==> config.mk <==
export PLATFORM = sky130hd
export DESIGN_NAME = mh64_fifo
export DESIGN_NICKNAME = d
export VERILOG_FILES = /design/src/hdl/mh64_pkg.sv /design/src/hdl/mh64_fifo.sv
export VERILOG_INCLUDE_DIRS = /design/src /design/src/hdl
export SDC_FILE = /design/constraint.sdc
export NUM_CORES = 1
export LEC_CHECK = 0
export BUFFER_PORTS_ARGS = -buffer_cell sky130_fd_sc_hd__clkbuf_2
export CAP_MARGIN = 0
export CORE_MARGIN = 2
export CORE_UTILIZATION = 45
export DETAILED_ROUTE_END_ITERATION = 8
export PLACE_DENSITY = 0.73
export SYNTH_ARGS = -nofsm -noshare
export SYNTH_HDL_FRONTEND = slang
export SYNTH_SLANG_ARGS = --single-unit
==> constraint.sdc <==
create_clock -name clock -period 17.53 [get_ports clock]
set_input_delay 1.753 -clock clock [delete_from_list [all_inputs] [get_ports clock]]
set_output_delay 1.753 -clock clock [all_outputs]
set_load 0.02 [all_outputs]
==> src/hdl/murmur64a_byte_hash_core_assert.svh <==
// ----------------------------------------------------------------------------
// Assertion macros for the hash core
// Shared forms for the checks placed at the end of the core's modules.
// ----------------------------------------------------------------------------
`ifndef MURMUR64A_BYTE_HASH_CORE_ASSERT_SVH
`define MURMUR64A_BYTE_HASH_CORE_ASSERT_SVH

// Same-cycle implication.
`define MH64_ASSERT_NOW(lbl, clk, rst, ante, cons) \
   lbl: assert property (@(posedge clk) disable iff (rst) (ante) |-> (cons)) \
      else $error("%m: same-cycle check failed");

// Next-cycle implication.
`define MH64_ASSERT_NEXT(lbl, clk, rst, ante, cons) \
   lbl: assert property (@(posedge clk) disable iff (rst) (ante) |=> (cons)) \
      else $error("%m: next-cycle check failed");

`endif

==> src/hdl/mh64_pkg.sv <==
// ----------------------------------------------------------------------------
// mh64_pkg
// Constants, types and helpers shared by the byte hash core modules.
// ----------------------------------------------------------------------------
`default_nettype none

package mh64_pkg;

   localparam logic [63:0] MULT    = 64'hc6a4a7935bd1e995;
   localparam logic [31:0] MULT_LO = MULT[31:0];
   localparam logic [31:0] MULT_HI = MULT[63:32];
   localparam logic [63:0] SEED    = 64'h00000000e17a1465;
   localparam int          SHIFT   = 47;

   // Work queue between the front and back parts.
   localparam int FIFO_DEPTH = 8;
   localparam int FIFO_AW    = $clog2(FIFO_DEPTH);
   localparam int CNT_W      = $clog2(FIFO_DEPTH + 1);
   // Front pipeline stages that hold items not yet in the queue.
   localparam int FRONT_STAGES = 4;
   localparam int INFL_W       = $clog2(FRONT_STAGES + 1);
   localparam int CREDIT_W     = CNT_W + 1;

   typedef enum logic [1:0] {
      KIND_NONE,
      KIND_FULL,
      KIND_TAIL
   } kind_type;

   typedef enum logic {
      BK_IDLE,
      BK_MUL
   } back_state_type;

   typedef struct packed {
      logic [63:0] value;   // mixed chunk or masked tail bytes
      logic [63:0] init;    // seed XOR length product, used when first is set
      kind_type    kind;
      logic        first;
      logic        last;
   } queue_item_type;

   function automatic logic [63:0] xorshift(input logic [63:0] x);
      xorshift = x ^ (x >> SHIFT);
   endfunction

   function automatic logic [63:0] tail_mask(input logic [2:0] count);
      tail_mask = (64'd1 << {count, 3'b000}) - 64'd1;
   endfunction

endpackage

`default_nettype wire

==> src/hdl/mh64_fifo.sv <==
// ----------------------------------------------------------------------------
// mh64_fifo
// Short work queue between the front pipeline and the hash sequencer.
// ----------------------------------------------------------------------------
`default_nettype none

module mh64_fifo
   import mh64_pkg::*;
(
   input  wire logic              clock,
   input  wire logic              reset,
   input  wire logic              push,
   input  wire queue_item_type    push_item,
   input  wire logic              pop,
   output queue_item_type         head,
   output logic                   empty,
   output logic [CNT_W-1:0]       count
);

   `include "murmur64a_byte_hash_core_assert.svh"

   queue_item_type      slots [FIFO_DEPTH];
   logic [FIFO_AW-1:0]  wr_ptr_ff, wr_ptr_in;
   logic [FIFO_AW-1:0]  rd_ptr_ff, rd_ptr_in;
   logic [CNT_W-1:0]    count_ff, count_in;

   always_comb begin
      wr_ptr_in = push ? wr_ptr_ff + 1'b1 : wr_ptr_ff;
      rd_ptr_in = pop  ? rd_ptr_ff + 1'b1 : rd_ptr_ff;
      count_in  = count_ff;
      if (push && !pop) begin
         count_in = count_ff + 1'b1;
      end else if (pop && !push) begin
         count_in = count_ff - 1'b1;
      end
   end

   always_ff @(posedge clock) begin
      if (reset) begin
         wr_ptr_ff <= '0;
         rd_ptr_ff <= '0;
         count_ff  <= '0;
      end else begin
         wr_ptr_ff <= wr_ptr_in;
         rd_ptr_ff <= rd_ptr_in;
         count_ff  <= count_in;
      end
   end

   always_ff @(posedge clock) begin
      if (push) begin
         slots[wr_ptr_ff] <= push_item;
      end
   end

   assign head  = slots[rd_ptr_ff];
   assign empty = (count_ff == '0);
   assign count = count_ff;

   `MH64_ASSERT_NOW(a_no_overflow, clock, reset, push && !pop, count_ff != CNT_W'(FIFO_DEPTH))
   `MH64_ASSERT_NOW(a_no_underflow, clock, reset, pop, count_ff != '0)
   `MH64_ASSERT_NEXT(a_count_up, clock, reset, push && !pop, count_ff == $past(count_ff) + 1'b1)

endmodule

`default_nettype wire

==> results_dict.tcl <==
set metrics [dict create \
    cts_buffer_depth 3 \
    synth_top_area_cell "edfxtp_1" \
    synth_top_cells_by_area "edfxtp_1 78%, mux4_1 8.4%, mux4_2 7.3%" \
    grt_antenna_before_repair 12 \
    cts.sinks 1069 \
    r2r-end "slots[4][125]" \
    grt_max_degree 127 \
    synth-simple-area-share 0.00325 \
    root_buffer "clkbuf_16" \
    avgRoutedWirePerCell_um 25.1 \
    initial_core_util 0.454 \
    final_cell_area_um2 46700 \
    synth_edf_count 1056 \
    portBuffers 272 \
    cts_tree "built" \
    htree_levels 3 \
    min_from "rd_ptr_ff[1]" \
    syn_avg_cell_area_um2 25.6 \
    die-area_um2 93200 \
    hold_class "register to register" \
    outcome "finished, final reports clean" \
    drt_pass1_iterations 5 \
    synth_top_area_frac 0.777 \
    fin_tns_setup_ps 0 \
    grt.overflow.total 0 \
    post_cts_buffers 0 \
    synth.ff_latch_count 1069 \
    postPlaceCellArea_um2 43400 \
    period_share 0.358 \
    synth_top_family_by_area "multiplexers" \
    setup_viol 0 \
    die_h_um 305 \
    worstPathRequired_ps 15780 \
    hold_viol 0 \
    drive_above_1_share 0.358 \
    vias 17700 \
    fmaxAchievable_ghz 0.160 \
    rsz0062_at_grt "no" \
    core-area_um2 90000 \
    tightest_slew_ps 1200 \
    regToRegStartpoint "wr_ptr_ff[2]" \
    start_kind "register" \
    layout_commonest_cell "edfxtp_1" \
    dp_hpwl_um 42800 \
    numCtsBuffers 106 \
    syn_area_um2 40800 \
    post-route-min-period_ps 6270 \
    wl_um 80200 \
    num_rows 110 \
    final_cell_mix "1,056 x edfxtp_1, 272 x clkbuf_2, 133 x mux4_2, 133 x mux2_2, 131 x mux4_1" \
    synth_warnings 0 \
    postCtsHoldBufs 0 \
    crit_type "register to primary output" \
    vdd_drop_max_v 0.0000956 \
    synth_fa_ha_area_frac 0.00202 \
    ant_nets 0 \
    nNetsFinal 2067 \
    path_clk_slew_ps 50 \
    hold_depth 2 \
    synth_fp_nets 1736 \
    area_growth_pct 14.4 \
    finalPower_mw 5.55 \
    fillers 6869 \
    gp_congestion 0.689 \
    synth_cells 1594 \
    die_x_um 305 \
    viasPerCell 5.54 \
    endpoint_kind "primary output" \
    cp_max_fo 52 \
    placed_cells 2993 \
    maxCapViolCount 0 \
    drt_iter0_drc 1497 \
    synth_cell_types 27 \
    synth_compound_area_frac 0.000582 \
    async_flop_share 0 \
    grt_pass1_wl_um 119000 \
    grtUsageTotal 0.172 \
    fin_worst_skew_ps 21.7 \
    drv_slew 0 \
    ctsResizeCount 0 \
    synthXorXnorAreaFrac 0.00129 \
    synth.area.mux_share 0.195 \
    slew_headroom 0.200 \
    power_density_nw_per_um2 119 \
    worstRegToRegCells 4 \
    ys_seq_area_frac 0.783 \
    drc 0 \
    ios 273 \
    cp.arrival_ps 4510 \
    fin_cells 3188 \
    rrSetupSlack_ps 14150 \
    clock_latency_ps 680 \
    p_leak_nw 15.1 \
    grt_pass1_vias 18700 \
    ys.flop_type "edfxtp_1" \
]
==> power breakdown <==
group,internal (mW),switching [mW]
Clock,1.26,0.904
Sequential,2.88,0.0290
Combinational,0.207,0.267
==> per-stage QoR <==
step | utilization | hold WS (ps) | setup WS (ps)
global route | 0.519 | 562 | 10880
detailed placement | 0.482 | 520 | 11860
floorplan | - | 485 | 5990
global placement | 0.482 | 507 | 11940
CTS | 0.519 | 531 | 11110
finish | 0.519 | 527 | 11260
==> cells by family (layout without fill, tap and decap cells) <==
logic type               after synthesis  in the layout
XOR/XNOR                               6              6
AND/OR/NAND/NOR                       31             31
other                                  0              2
multiplexers                         400            400
buffers and inverters                 78            494
flip-flops                          1069           1069
adder cells (fa/ha/maj)                6              6
AO/OA/AOI/OAI                          4              4
==> layer usage <==
| layer | GRT usage | vias up | routed length [µm] |
|---|---|---|---|
| li1 | - | 7652 | - |
| met1 | 0.223 | 9373 | 32500 |
| met2 | 0.288 | 504 | 40600 |
| met3 | 0.0458 | 129 | 5300 |
| met4 | 0.0471 | 18 | 1610 |
| met5 | 0 | - | 142 |
==> area by class of cell <==
type,count,area [µm²],area share
repair buffers,299,1610,0.0346
multi-input cells,447,8310,0.178
flip-flops and latches,1069,32000,0.685
diodes,2,5.00,0.000107
clock inverters,48,483,0.0103
clock buffers,145,2840,0.0608
inverters,2,7.51,0.000161
well taps,1176,1470,0.0315
==> worst max-delay path by stage <==
stage,startpoint,end,slack [ps],cells after the start
6_report,register,head[74],11260,5
5_1_grt,register,head[74],10880,5
4_1_cts,register,head[105],11110,5
3_5_place_dp,register,head[105],11860,5
3_3_place_gp,register,head[105],11940,5
2_1_floorplan,push,slots[0][0],5990,2
==> state kept, by name, indices dropped and copies added, names as in the netlist, named ones only <==
| signal | count |
|---|---|
| wr_ptr_ff | 3 |
| count | 4 |
| slots | 1056 |
| rd_ptr_ff | 3 |
==> synthesized netlist by cell type (5+ instances only) <==
cell	n
buf_1	20
buf_6	13
buf_8	14
clkbuf_1	22
dfxtp_1	13
edfxtp_1	1056
ha_1	5
mux2_2	133
mux4_1	131
mux4_2	133
nor2_1	19
==> worst max-delay path, stage by stage, from the launching register on <==
cell and delay [ps]:
dfxtp_4 980, buf_4 840, buf_4 730, mux4_1 650
mux2_2 300, clkbuf_2 160
(Power assumes the default switching activity.)
