File: src/hdl/murmur64a_byte_hash_core_assert.svh
// ----------------------------------------------------------------------------
// Assertion macros for the hash core
// Shared forms for the checks placed at the end of the core's modules.
// ----------------------------------------------------------------------------
`ifndef MURMUR64A_BYTE_HASH_CORE_ASSERT_SVH
`define MURMUR64A_BYTE_HASH_CORE_ASSERT_SVH

// Same-cycle implication.
`define MH64_ASSERT_NOW(lbl, clk, rst, ante, cons) \
   lbl: assert property (@(posedge clk) disable iff (rst) (ante) |-> (cons)) \
      else $error("%m: same-cycle check failed");

// Next-cycle implication.
`define MH64_ASSERT_NEXT(lbl, clk, rst, ante, cons) \
   lbl: assert property (@(posedge clk) disable iff (rst) (ante) |=> (cons)) \
      else $error("%m: next-cycle check failed");

`endif

File: src/hdl/mh64_pkg.sv
// ----------------------------------------------------------------------------
// mh64_pkg
// Constants, types and helpers shared by the byte hash core modules.
// ----------------------------------------------------------------------------
`default_nettype none

package mh64_pkg;

   localparam logic [63:0] MULT    = 64'hc6a4a7935bd1e995;
   localparam logic [31:0] MULT_LO = MULT[31:0];
   localparam logic [31:0] MULT_HI = MULT[63:32];
   localparam logic [63:0] SEED    = 64'h00000000e17a1465;
   localparam int          SHIFT   = 47;

   // Work queue between the front and back parts.
   localparam int FIFO_DEPTH = 8;
   localparam int FIFO_AW    = $clog2(FIFO_DEPTH);
   localparam int CNT_W      = $clog2(FIFO_DEPTH + 1);
   // Front pipeline stages that hold items not yet in the queue.
   localparam int FRONT_STAGES = 4;
   localparam int INFL_W       = $clog2(FRONT_STAGES + 1);
   localparam int CREDIT_W     = CNT_W + 1;

   typedef enum logic [1:0] {
      KIND_NONE,
      KIND_FULL,
      KIND_TAIL
   } kind_type;

   typedef enum logic {
      BK_IDLE,
      BK_MUL
   } back_state_type;

   typedef struct packed {
      logic [63:0] value;   // mixed chunk or masked tail bytes
      logic [63:0] init;    // seed XOR length product, used when first is set
      kind_type    kind;
      logic        first;
      logic        last;
   } queue_item_type;

   function automatic logic [63:0] xorshift(input logic [63:0] x);
      xorshift = x ^ (x >> SHIFT);
   endfunction

   function automatic logic [63:0] tail_mask(input logic [2:0] count);
      tail_mask = (64'd1 << {count, 3'b000}) - 64'd1;
   endfunction

endpackage

`default_nettype wire

File: src/hdl/mh64_mul.sv
// ----------------------------------------------------------------------------
// mh64_mul
// Multiply by the hash multiplier, mod 2^64, from registered 32x32 partials.
// ----------------------------------------------------------------------------
`default_nettype none

module mh64_mul
   import mh64_pkg::*;
(
   input  wire logic        clock,
   input  wire logic [63:0] a,
   output logic      [63:0] p
);

   logic [63:0] lo_ff, lo_in;
   logic [31:0] hl_ff, hl_in;
   logic [31:0] lh_ff, lh_in;

   // Only the low halves of the cross products reach bits 63:32.
   assign lo_in = a[31:0] * MULT_LO;
   assign hl_in = a[63:32] * MULT_LO;
   assign lh_in = a[31:0] * MULT_HI;

   always_ff @(posedge clock) begin
      lo_ff <= lo_in;
      hl_ff <= hl_in;
      lh_ff <= lh_in;
   end

   assign p = lo_ff + {hl_ff + lh_ff, 32'b0};

endmodule

`default_nettype wire

File: src/hdl/mh64_back.sv
// ----------------------------------------------------------------------------
// mh64_back
// Folds queued words into the running hash and holds the finished result.
// ----------------------------------------------------------------------------
`default_nettype none

module mh64_back
   import mh64_pkg::*;
(
   input  wire logic            clock,
   input  wire logic            reset,
   input  wire queue_item_type  head,
   input  wire logic            fifo_empty,
   output logic                 pop,
   output logic                 rsp_empty,
   input  wire logic            rsp_pop,
   output logic [63:0]          rsp_hash
);

   `include "murmur64a_byte_hash_core_assert.svh"

   back_state_type state_ff, state_in;
   logic [63:0]    h_ff, h_in;
   logic           last_ff, last_in;
   logic           out_valid_ff, out_valid_in;
   logic [63:0]    out_hash_ff, out_hash_in;
   logic           out_load;
   logic           go;
   logic [63:0]    h_sel;
   logic [63:0]    mul_a, prod;

   assign h_sel = head.first ? head.init : h_ff;
   // A last word may only start once the result slot is free or being freed.
   assign go = (state_ff == BK_IDLE) && !fifo_empty
            && (!head.last || !out_valid_ff || rsp_pop);
   assign mul_a = h_sel ^ head.value;

   mh64_mul u_mul_hash (
      .clock (clock),
      .a     (mul_a),
      .p     (prod)
   );

   always_comb begin
      state_in = state_ff;
      case (state_ff)
         BK_IDLE: begin
            if (go && head.kind != KIND_NONE) begin
               state_in = BK_MUL;
            end
         end
         BK_MUL: begin
            state_in = BK_IDLE;
         end
         default: begin
            state_in = BK_IDLE;
         end
      endcase
   end

   always_comb begin
      pop         = 1'b0;
      h_in        = h_ff;
      last_in     = last_ff;
      out_load    = 1'b0;
      out_hash_in = out_hash_ff;
      case (state_ff)
         BK_IDLE: begin
            if (go) begin
               pop     = 1'b1;
               last_in = head.last;
               if (head.kind == KIND_NONE) begin
                  h_in        = h_sel;
                  out_load    = head.last;
                  out_hash_in = xorshift(h_sel);
               end
            end
         end
         BK_MUL: begin
            h_in        = prod;
            out_load    = last_ff;
            out_hash_in = xorshift(prod);
         end
         default: begin
            pop = 1'b0;
         end
      endcase
      if (out_load) begin
         out_valid_in = 1'b1;
      end else if (rsp_pop) begin
         out_valid_in = 1'b0;
      end else begin
         out_valid_in = out_valid_ff;
      end
   end

   always_ff @(posedge clock) begin
      if (reset) begin
         state_ff     <= BK_IDLE;
         h_ff         <= '0;
         out_valid_ff <= 1'b0;
         last_ff      <= 1'b0;
      end else begin
         state_ff     <= state_in;
         h_ff         <= h_in;
         out_valid_ff <= out_valid_in;
         last_ff      <= last_in;
      end
   end

   always_ff @(posedge clock) begin
      if (out_load) begin
         out_hash_ff <= out_hash_in;
      end
   end

   assign rsp_empty = !out_valid_ff;
   assign rsp_hash  = out_hash_ff;

   `MH64_ASSERT_NEXT(a_mul_one_cycle, clock, reset, state_ff == BK_MUL, state_ff == BK_IDLE)
   `MH64_ASSERT_NEXT(a_result_held, clock, reset, out_valid_ff && !rsp_pop, out_valid_ff && $stable(out_hash_ff))
   `MH64_ASSERT_NEXT(a_idle_hash_held, clock, reset, state_ff == BK_IDLE && !go, $stable(h_ff))

endmodule

`default_nettype wire

File: config.mk
export PLATFORM = sky130hd
export DESIGN_NAME = mh64_back
export DESIGN_NICKNAME = d
export VERILOG_FILES = /design/src/hdl/mh64_pkg.sv /design/src/hdl/mh64_mul.sv /design/src/hdl/mh64_back.sv
export VERILOG_INCLUDE_DIRS = /design/src /design/src/hdl
export SDC_FILE = /design/constraint.sdc
export NUM_CORES = 2
export LEC_CHECK = 0
export BUFFER_PORTS_ARGS = -buffer_cell sky130_fd_sc_hd__buf_2
export CAP_MARGIN = 0
export CORE_ASPECT_RATIO = 1.1
export CORE_MARGIN = 2
export CORE_UTILIZATION = 53
export DETAILED_ROUTE_END_ITERATION = 10
export GPL_TIMING_DRIVEN = 0
export HOLD_SLACK_MARGIN = 0.03
export PLACE_DENSITY_LB_ADDON = 0.08
export SYNTH_ARGS = -nofsm -noshare
export SYNTH_HDL_FRONTEND = slang
export SYNTH_SLANG_ARGS = --single-unit
File: constraint.sdc
create_clock -name clock -period 25.9 [get_ports clock]
set_input_delay 5.18 -clock clock [delete_from_list [all_inputs] [get_ports clock]]
set_output_delay 5.18 -clock clock [all_outputs]
set_load 0.005 [all_outputs]
==> key figures <==
Detailed routing
  – Residual DRC: 0
  – Final ANT Viol Nets: 0
  – Total wire length: approximately 160000 um
  – Avg WL per Cell: roughly 25 um
  – Starting DRC count in detailed routing: a little over 2000
  – Drt pass-1 iters: 5
  – Mean number of vias per cell: 5.47
  – Vias: 34000

Synthesis
  – Sequential fraction of the synthesis area: roughly an eighth
  – Post-synthesis area per instance: 9.94 um2
  – Post-synthesis mux area share: under 10%
  – Top post-synthesis cells by area: fa_1 (32%), ha_1 (23%), inv_1 (10%), dfxtp_1 (8.2%), xnor2_1 (4.5%)
  – Yosys reg bits: about 260
  – Synthesized instance count: approximately 4800
  – Synth Area in XOR/XNOR: ~6.7%
  – Main combinational cell family by area after synthesis: adder cells
  – Post-Synthesis Cell Area: approximately 0.047 mm2
  – Synth unique cells: 79
  – Post-Synth Simple-Gate Area: 4.78%
  – Post-synthesis compound-gate area fraction: around 8.1%
  – Top cell type's share of synthesized area: about a third
  – Top FF cell, synth: dfxtp_1
  – Largest area contributor in the netlist: fa_1
  – Adder-cell share of the synthesized area: ~55%
  – Post-synth EDFFs: 64
  – Post-synth ARST share: 0%
  – Syn Nets: approximately 6500
  – Synth Warn #: 0

Final layout
  – Post-layout util: between 50% and 60%
  – Fillers: roughly 8000
  – Ant. Diodes: 0
  – Most frequent cells in the layout: inv_1 (1265), ha_1 (867), fa_1 (759)
  – Layout cells sized above 1: 8.14%
  – Nets@finish: roughly 6800
  – Area Growth Syn to Fin: 9.17%
  – Post-route cell area: between 0.05 and 0.06 mm2
  – Commonest non-fill, non-tap cell in the layout: inv_1

GRT
  – Pin count of the biggest net entering global routing: 36
  – Vias in the first global route: ~36000
  – Grt met1 use: about two fifths
  – GRT met3 Usage: under 10%
  – Met2 GRT Util: between 60% and 70%
  – First-pass GRT wire length: 230000 um
  – Grt total ovfl: 0
  – Grt peak-use layer: met2
  – Initial antenna violation count: 6
  – Total GRT Usage: about a third

Clock network
  – Cts hold-fix bufs: 0
  – Clock Pin Slew Worst Setup and Hold Paths: approximately 60 ps
  – Post-CTS setup buffers: 0
  – CTS root buf: clkbuf_16
  – CTS tree: built
  – H-tree levels: 1
  – Clk sinks: between 200 and 300
  – Post-cts sizing count: 0
  – CTS Buf Count: 27
  – Clk_lat worst skew: 570 ps
  – Clk buf depth: 3

Setup path
  – Worst reg2reg path depth: 24
  – CP bufs+invs: 8
  – Worst r2r dst: u_mul_hash.lo_ff[62]$_DFF_P_
  – Worst path max stage delay: between 1000 and 1500 ps
  – Arr. time, crit path: 17250 ps
  – Startpoint types: input pin
  – Worst Setup Path Type: in2reg
  – Worst endpoint required time: 26300 ps
  – CP top delay family: adder cells
  – Crit. End Element: register
  – Worst-path fanout max: 12
  – Top cell by count, worst path: fa_1
  – R2r setup slk: ~16000 ps
  – RR Startpoint: h_ff[5]$_SDFFE_PP0P_
  – Worst path slowest cell: buf_1

Hold path
  – WHS Endpoint: h_ff[45]$_SDFFE_PP0P_
  – Worst hold path depth: 2
  – HP Class: reg2reg
  – Min-delay src: h_ff[45]$_SDFFE_PP0P_

Timing
  – Max Clock Freq: between 50 and 60 MHz
  – Setup_tns: 0 ps
  – RSZ-0062 raised after global routing: no
  – Final worst-path cycle share: between 60% and 70%
  – Endpoints failing hold: 0
  – Worst Skew: between 15 and 20 ps
  – Final setup violation count: 0
  – Final Max Slew Viols: 0
  – Minimum clock period: about 17000 ps
  – Relative slew slack: under 10%
  – Worst Tran Pin Value: between 1000 and 1500 ps
  – Post-route setup slack: about 9000 ps

Floorplan
  – Starting Density: a little over half
  – Die Span X: between 200 and 300 um
  – # IOs: between 200 and 250
  – Core Box Area: 0.0891 mm2
  – Row count: around 120
  – Die span in y: between 300 and 400 um
  – Die area: roughly 0.09 mm2

Status
  – Status: complete, no violations

Placed design
  – PortBufs: about 200
  – Pre-CTS WS: between 8000 and 9000 ps
  – DP Area: around 0.051 mm2
  – Post-DP HPWL: ~140000 um
  – Routability cong.: around 1.0

Run
  – Max_cap viols: 0
==> synthesized netlist by cell type (6+ instances only) <==
cell / n
fa_1: 759
o21a_1: 20
nor3b_1: 6
nand2_1: 117
o21bai_1: 25
dfxtp_1: 193
a21oi_1: 217
nand2b_1: 29
nor3_1: 33
nand4_1: 19
and2_1: 16
o211ai_1: 12
o31ai_1: 6
a211o_1: 6
nor2b_1: 15
a31oi_1: 19
o21ai_0: 75
buf_1: 15
a21o_1: 94
nor2_1: 152
and3_1: 17
or2_2: 13
xnor2_1: 245
mux2i_1: 84
xor2_1: 107
nand3_1: 45
a211oi_1: 43
inv_1: 1265
edfxtp_1: 64
nor4_1: 7
ha_1: 867
clkbuf_1: 45
mux2_2: 36
==> flip-flops by register name, summed over array words and instances (netlist names) <==
| signal | count |
|---|---|
| last_ff | 1 |
| rsp_hash | 64 |
| u_mul_hash.hl_ff | 32 |
| out_valid_ff | 1 |
| state_ff | 1 |
| u_mul_hash.lo_ff | 62 |
| u_mul_hash.lh_ff | 32 |
| h_ff | 64 |
==> cell type report <==
type	instances	area [um2]	area share, %
tap	1170	1460	2.83
inverter	1266	4750	9.19
sequential	257	5790	11.2
clock buffer	34	797	1.54
buffer	68	280	0.542
clock inverter	14	115	0.223
timing repair buffer	239	1570	3.04
multi-input combinational	3174	37000	71.5
==> worst max-delay path by stage <==
stage	from	end	slack, ps	cells after the start
3_3_place_gp	head[1]	u_mul_hash.lh_ff[30]$_DFF_P_	7400	29
6_report	head[1]	u_mul_hash.lo_ff[62]$_DFF_P_	9050	29
5_1_grt	head[1]	u_mul_hash.lo_ff[62]$_DFF_P_	8920	29
3_5_place_dp	head[1]	u_mul_hash.lo_ff[62]$_DFF_P_	8670	29
4_1_cts	head[1]	u_mul_hash.lo_ff[62]$_DFF_P_	9190	29
2_1_floorplan	head[1]	u_mul_hash.lo_ff[47]$_DFF_P_	12100	30
==> worst min-delay path: stages, from the launching register on <==
cell	delay, ps
dfxtp_1	310
nand2_1	50
a21oi_1	50
==> cell families (layout without fill, tap and decap cells) <==
group / count (synthesis) / in the layout
adders and majority gates: 1627 / 1627
buffers and inverters: 1334 / 1621
AOI/OAI and AO/OA: 590 / 590
and+or+nand+nor: 481 / 481
xor gates and xnor gates: 356 / 356
DFF: 257 / 257
muxes: 120 / 120
==> metal layers <==
metal / vias to the layer above / wire length (um) / share of wire [%]
met5: - / 11 / 0.0071
met3: 350 / 7340 / 4.7
li1: 15600 / - / -
met2: 1083 / 78700 / 51
met4: 2 / 10200 / 6.6
met1: 17000 / 59300 / 38
==> stage by stage <==
stage          hold slack (ps)  instances
2_1_floorplan              431       4765
3_3_place_gp               439       6134
3_5_place_dp               447       6174
4_1_cts                    454       6222
5_1_grt                    486       6222
6_report                   452       6222
Power is left out: the tool's default activity adds up to more than one toggle a clock period on the data nets, which glitch-free logic cannot reach.
